[src/rtl/dhtwm_pkg.sv]
// ----------------------------------------------------------------------------
// dhtwm_pkg
// Shared types and constants of the hole-tolerant DNA window matcher.
// ----------------------------------------------------------------------------
package dhtwm_pkg;

	localparam int MAX_PATTERN   = 1024;
	localparam int ADDR_W        = $clog2(MAX_PATTERN);
	localparam int POSITION_BITS = 32;
	localparam int REG_W         = 11;
	localparam int CFG_IDX_W     = 2;
	localparam int MATCH_POS_W   = 32;
	localparam int PIDX_W        = 10;

	// configuration register indexes
	localparam logic [CFG_IDX_W-1:0] CFG_PATTERN_LENGTH = 2'd0;
	localparam logic [CFG_IDX_W-1:0] CFG_MAX_HOLE_COUNT = 2'd1;
	localparam logic [CFG_IDX_W-1:0] CFG_MAX_HOLE_WIDTH = 2'd2;

	localparam logic KIND_LOAD = 1'b0;
	localparam logic KIND_SEQ  = 1'b1;

	localparam logic DIR_FWD = 1'b0;
	localparam logic DIR_BWD = 1'b1;

	localparam logic [REG_W-1:0] PATTERN_LENGTH_RST = 11'd2;

	typedef struct packed {
		logic              kind;
		logic [1:0]        symbol;
		logic [PIDX_W-1:0] pattern_index;
		logic              final_symbol;
	} item_t;

	typedef struct packed {
		logic [MATCH_POS_W-1:0] match_position;
		logic                   direction;
		logic                   run_end;
	} result_t;

	typedef struct packed {
		logic accept;
		logic step;
		logic emit_f;
		logic emit_b;
	} dp_cmd_t;

	typedef struct packed {
		logic check;
		logic last_issue;
		logic both_failed;
		logic fwd_ok;
		logic bwd_ok;
		logic out_free;
	} dp_status_t;

endpackage

[src/rtl/dhtwm_ctrl.sv]
// ----------------------------------------------------------------------------
// dhtwm_ctrl
// Controller: takes items, walks the window one symbol pair per cycle and
// hands the forward and backward results to the output register.
// ----------------------------------------------------------------------------
module dhtwm_ctrl (
	input  logic                  clk,
	input  logic                  arst_n,
	input  logic                  item_valid,
	output logic                  item_stall,
	input  dhtwm_pkg::dp_status_t status,
	output dhtwm_pkg::dp_cmd_t    cmd
);

	typedef enum logic [4:0] {
		S_IDLE   = 5'b00001,
		S_WALK   = 5'b00010,
		S_DRAIN  = 5'b00100,
		S_EMIT_F = 5'b01000,
		S_EMIT_B = 5'b10000
	} state_t;

	state_t state_q;
	state_t state_d;

	always_comb begin
		state_d    = state_q;
		cmd        = '0;
		item_stall = 1'b1;
		case (state_q)
			S_IDLE: begin
				item_stall = 1'b0;
				if (item_valid) begin
					cmd.accept = 1'b1;
					if (status.check) begin
						state_d = S_WALK;
					end
				end
			end
			S_WALK: begin
				// stop early once both directions have already failed
				if (status.both_failed) begin
					state_d = S_EMIT_F;
				end else begin
					cmd.step = 1'b1;
					if (status.last_issue) begin
						state_d = S_DRAIN;
					end
				end
			end
			S_DRAIN: begin
				state_d = S_EMIT_F;
			end
			S_EMIT_F: begin
				if (!status.fwd_ok) begin
					state_d = S_EMIT_B;
				end else if (status.out_free) begin
					cmd.emit_f = 1'b1;
					state_d    = S_EMIT_B;
				end
			end
			S_EMIT_B: begin
				if (!status.bwd_ok) begin
					state_d = S_IDLE;
				end else if (status.out_free) begin
					cmd.emit_b = 1'b1;
					state_d    = S_IDLE;
				end
			end
			default: begin
				state_d = S_IDLE;
			end
		endcase
	end

	always_ff @(posedge clk or negedge arst_n) begin
		if (!arst_n) begin
			state_q <= S_IDLE;
		end else begin
			state_q <= state_d;
		end
	end

endmodule

[config.mk]
export PLATFORM = sky130hd
export DESIGN_NAME = dhtwm_ctrl
export DESIGN_NICKNAME = d
export VERILOG_FILES = /design/src/rtl/dhtwm_pkg.sv /design/src/rtl/dhtwm_ctrl.sv
export SDC_FILE = /design/constraint.sdc
export NUM_CORES = 1
export LEC_CHECK = 0
export ABC_AREA = 1
export BUFFER_PORTS_ARGS = -buffer_cell sky130_fd_sc_hd__buf_4
export CORE_AREA = 2 2 39 41
export DETAILED_ROUTE_END_ITERATION = 12
export DIE_AREA = 0 0 41 43
export MAX_ROUTING_LAYER = met4
export SETUP_SLACK_MARGIN = 0.15
export SYNTH_ARGS = -nofsm -noshare
export SYNTH_HDL_FRONTEND = slang
export SYNTH_SLANG_ARGS = --single-unit
[constraint.sdc]
create_clock -name clk -period 1.4 [get_ports clk]
set_clock_uncertainty 0.1 [all_clocks]
set_input_delay 0.21 -clock clk [delete_from_list [all_inputs] [get_ports clk]]
set_output_delay 0.21 -clock clk [all_outputs]
set_load 0.02 [all_outputs]
# == After elaboration in Yosys (flattened, before gate mapping) ==
# Index checks and enable logic that the tools add are counted.
# word_totals
elab_cells,31
out_inout_bits,5
regBits,5
# classes
mux,19
reduce_logical,1
eq_ne,10
# ops
op,count
5-bit two-way mux,8
5-bit one-hot mux with 5 select lines,1
1-bit two-way mux,10
"3-bit != test, second input constant",3
"5-bit by 1-bit == test with 1-bit output, second input constant",1
"5-bit by 2-bit == test with 1-bit output, second input constant",1
"5-bit by 3-bit == test with 1-bit output, second input constant",1
"5-bit by 4-bit == test with 1-bit output, second input constant",1
"5-bit == test, second input constant",1
5-bit AND reduction,1
"2-bit != test, second input constant",2

# == Longest topological paths before layout ==
# logic_depth
depth_word,3
ltp_mapped,7
ltp_nobuf,7

# == Worst setup path after synthesis ==
# Ideal clock, no wire load.
# synth_timing
path_type,register to output
startpoint,register state_q[0]
endpoint,output cmd[3] in the netlist's numbering
arrival_ns,1.092
path_slack_ns,-0.002
stages_incl_launch_ff,3
path_buffers,0
cell_sequence,dfstp_2 -> nand4_4 -> nor2_1
# synth_lines
item,line,text
"start, declared",dhtwm_ctrl.sv:23,state_t state_q;
"start signal, assigned",dhtwm_ctrl.sv:80,state_q <= state_d;
"end, declared",dhtwm_ctrl.sv:12,output dhtwm_pkg::dp_cmd_t cmd

==> summary.md <==
| Metric | Value |
|---|---|
| Mean number of vias per cell | `4.52` |
| Worst vdd ir | `0.902 mV` |
| Number of warning messages in the yosys log | `0` |
| Combinational cell fraction of total power | `0.629` |
| Total via count after detailed routing | `402` |
| Core box area | `1380 um^2` |
| Inserted Clock Buffers | `3` |
| Type of element capturing the critical path | `primary output` |
| Sw Pwr | `0.517 mW` |
| Total I/O pin count | `14` |
| Clock tree root driver cell | `sky130_fd_sc_hd__clkbuf_4` |
| Layout net count | `83` |
| Internal | `0.657 mW` |
| Sequential cell area fraction in the yosys report | `0.329` |
| Maximum single-stage delay on the critical path | `0.62 ns` |
| Worst slew margin | `0.843` |
| Ys flop type | `sky130_fd_sc_hd__dfrtp_1` |
| Syn Area/Cell | `7.39 um^2` |
| Number of nets still failing antenna checks after routing | `0` |
| Total track usage | `0.121` |
| Sequential fraction of design power | `0.235` |
| Number of DRC violations after detailed-routing iteration 0 | `7` |
| Maximum number of pins on one net before global-route repair | `8` |
| Starting Density | `0.278` |
| Share of the core filled with cells in the final layout | `0.464` |
| Crit Path Class | `reg2out` |
| Detailed-placement wirelength estimate | `692 um` |
| Setup repair after global routing missed its margin | `yes` |
| Number of pins with negative max-slew slack in the final report | `0` |
| Detailed-route wire length | `852 um` |
| Final Setup Violations | `8` |
| Area growth, synth to finish | `67.1%` |
| Cell with the largest stage delay on the worst path | `sky130_fd_sc_hd__dfstp_2` |
| Classification of the worst-slack hold path | `in2reg` |
| Worst Path Required | `1.09 ns` |
| Worst-path clk slew | `0.04 ns` |
| Leading post-synthesis cells by cell area | `sky130_fd_sc_hd__dfrtp_1 26%, sky130_fd_sc_hd__inv_1 9.8%, sky130_fd_sc_hd__nand2_1 8.8%` |
| Detailed-route DRC error count | `0` |
| Nature of the critical path startpoint | `flip-flop` |
| CTS HTree Levels | `1` |
| Synth cell types | `15` |
| Share of power burned in the clock network | `0.136` |
| Number of synthesized flops with an enable pin | `0` |
| Slew of the pin with the lowest slew margin | `0.235 ns` |
| Number of sinks on the clock net | `5` |
| Instance count of the mapped netlist | `52` |
| Static Leak | `0.337 nW` |
| Clock period minus final worst setup slack | `1.55 ns` |
| Most instantiated library cell after synthesis | `sky130_fd_sc_hd__inv_1` |
| Status | `complete, but fails checks` |
| Longest Clk Path Bufs | `2` |
| Layout cell share with drive strength beyond 1 | `0.548` |
| Final Power | `1.17 mW` |
| Synthesized flop and latch total | `5` |
| Number of buffers inserted by port buffering | `13` |
| Switching Fraction | `0.440` |
| Power Density | `1830 nW/um^2` |
| Latest clock arrival within the worst-skew pair | `0.23 ns` |
| Period Utilization, post-route | `1.11` |
| Synth top area share | `0.261` |
| Gr ovfl total | `0` |
| Biggest regs | `state_q: 5 flops` |
| Library cell with the largest summed area after synthesis | `sky130_fd_sc_hd__dfrtp_1` |
| Syn nets | `61` |
| DIE HEIGHT | `43 um` |
| Hold violation count in the final report | `0` |
| TritonCTS clock tree | `done` |
| Total die area | `1760 um^2` |
| Share of synthesized registers carrying an async set or reset | `1.00` |
| WL per Instance | `9.57 um` |
| Die boundary width | `41 um` |
| Max reg flops | `5` |
| Syn Std Cell Area | `384 um^2` |
| Count of antenna diodes in the layout | `0` |
| Length of the first detailed-routing pass in iterations | `2` |
| Cells along the critical path | `nand4_4, nor2_4, buf_6` |
| Violations in the final reports | `setup timing` |
| Number of global-route vias before repair | `355` |
| Wire length of the first global-routing pass | `1380 um` |
| Top achievable clock speed | `0.644 GHz` |
| Register bank with the most flops | `state_q` |
| CP arrival | `1.24 ns` |
| Max FO, Critical Path | `4` |
| Post-route setup slack | `-0.152 ns` |
| Initial antenna violation count | `0` |
| Commonest cells in the netlist | `10 x sky130_fd_sc_hd__inv_1, 9 x sky130_fd_sc_hd__nand2_1, 6 x sky130_fd_sc_hd__nor2_1` |
| Number of violations of the max-capacitance limit | `0` |
| Standard-cell row count | `14` |
| Global placement routability congestion | `0.785` |
[path summary, 6_finish.rpt]
kind,slack (ns),to,cells after the start,from
setup / recovery,-0.15,cmd[3],3,state_q[0]$_DFFE_PN1P_
hold / removal,0.13,state_q[1]$_DFFE_PN0P_,4,status[4]
setup reg to reg,-0.02,state_q[4]$_DFFE_PN0P_,6,state_q[0]$_DFFE_PN1P_
hold reg to reg,0.53,state_q[4]$_DFFE_PN0P_,3,state_q[3]$_DFFE_PN0P_
max in group asynchronous,0.80,state_q[0]$_DFFE_PN1P_,2,arst_n
min in group asynchronous,0.21,state_q[2]$_DFFE_PN0P_,2,arst_n
[cell families (layout without fill, tap and decap cells)]
logic type / Yosys count / in the layout / synth area share
flops: 5 / 5 / 0.329
compound gates: 1 / 1 / 0.0228
simple gates: 34 / 34 / 0.531
buf+inv: 12 / 33 / 0.117
[critical path: cells and delay by family (launching register included)]
kind / cells / cell delay (ns)
buf+inv: 1 / 0.12
flops: 1 / 0.62
simple gates: 2 / 0.27
[layer usage]
layer / track usage / wire (um)
met3: 0.0314 / 45
met1: 0.125 / 299
met2: 0.191 / 488
met4: 0.0800 / 19
met5: - / 0
[per-stage QoR]
| stage | area (um^2) | hold slack [ns] | setup TNS [ns] | cells | setup slack, ns |
|---|---|---|---|---|---|
| final | 642 | 0.129 | -0.681 | 89 | -0.152 |
| after global routing | 642 | 0.155 | -1.19 | 89 | -0.224 |
| after CTS | 589 | 0.123 | -0.720 | 88 | -0.166 |
| after global placement | 514 | -0.0886 | 0 | 81 | 0.0925 |
| after detailed placement | 514 | -0.0855 | 0 | 81 | 0.0809 |
| after floorplan | 397 | -0.186 | 0 | 52 | 0.120 |
[cell usage in the layout (no fill, tap or decap)]
cell	Yosys	layout
sky130_fd_sc_hd__clkbuf_4	0	3
sky130_fd_sc_hd__dfrtp_1	4	4
sky130_fd_sc_hd__nand4_1	4	4
sky130_fd_sc_hd__dfstp_2	1	1
sky130_fd_sc_hd__nand2_4	1	1
sky130_fd_sc_hd__nand2_2	0	1
sky130_fd_sc_hd__nand3_1	5	2
sky130_fd_sc_hd__nor3_1	1	1
sky130_fd_sc_hd__nor2_2	4	4
sky130_fd_sc_hd__dlygate4sd3_1	0	1
sky130_fd_sc_hd__buf_4	0	11
sky130_fd_sc_hd__nand2_1	9	8
sky130_fd_sc_hd__inv_1	10	10
sky130_fd_sc_hd__nand3_2	0	3
sky130_fd_sc_hd__nor2_4	2	6
sky130_fd_sc_hd__inv_2	2	2
sky130_fd_sc_hd__buf_6	0	5
sky130_fd_sc_hd__nand4_4	1	2
sky130_fd_sc_hd__o221ai_2	0	1
sky130_fd_sc_hd__clkbuf_1	0	1
sky130_fd_sc_hd__nor2_1	6	2
[area by class of cell]
| type | count | area [um^2] |
|---|---|---|
| fill | 144 | 742 |
| multi-input combinational | 35 | 275 |
| timing repair buffer | 17 | 149 |
| sequential | 5 | 126 |
| inverter | 12 | 45.0 |
| clock buffer | 4 | 26.3 |
| tap | 16 | 20.0 |
[power by group through the flow]
stage	clock [mW]	sequential [mW]	combinational [mW]
final	0.159	0.276	0.739
after global placement	0	0.261	0.524
after floorplan	0	0.253	0.390
after detailed placement	0	0.262	0.527
after CTS	0.166	0.271	0.634
after global routing	0.180	0.281	0.798
[repair_timing]
item                                    in CTS  in global routing
pin swaps                                    3                  7
resized for setup                            6                  9
setup buffers                                2                  1
endpoints found under the hold margin        5                  0
hold buffers                                 1                  0
endpoints found under the setup margin       9                  9
No activity file was read; power rests on OpenSTA's default activity.
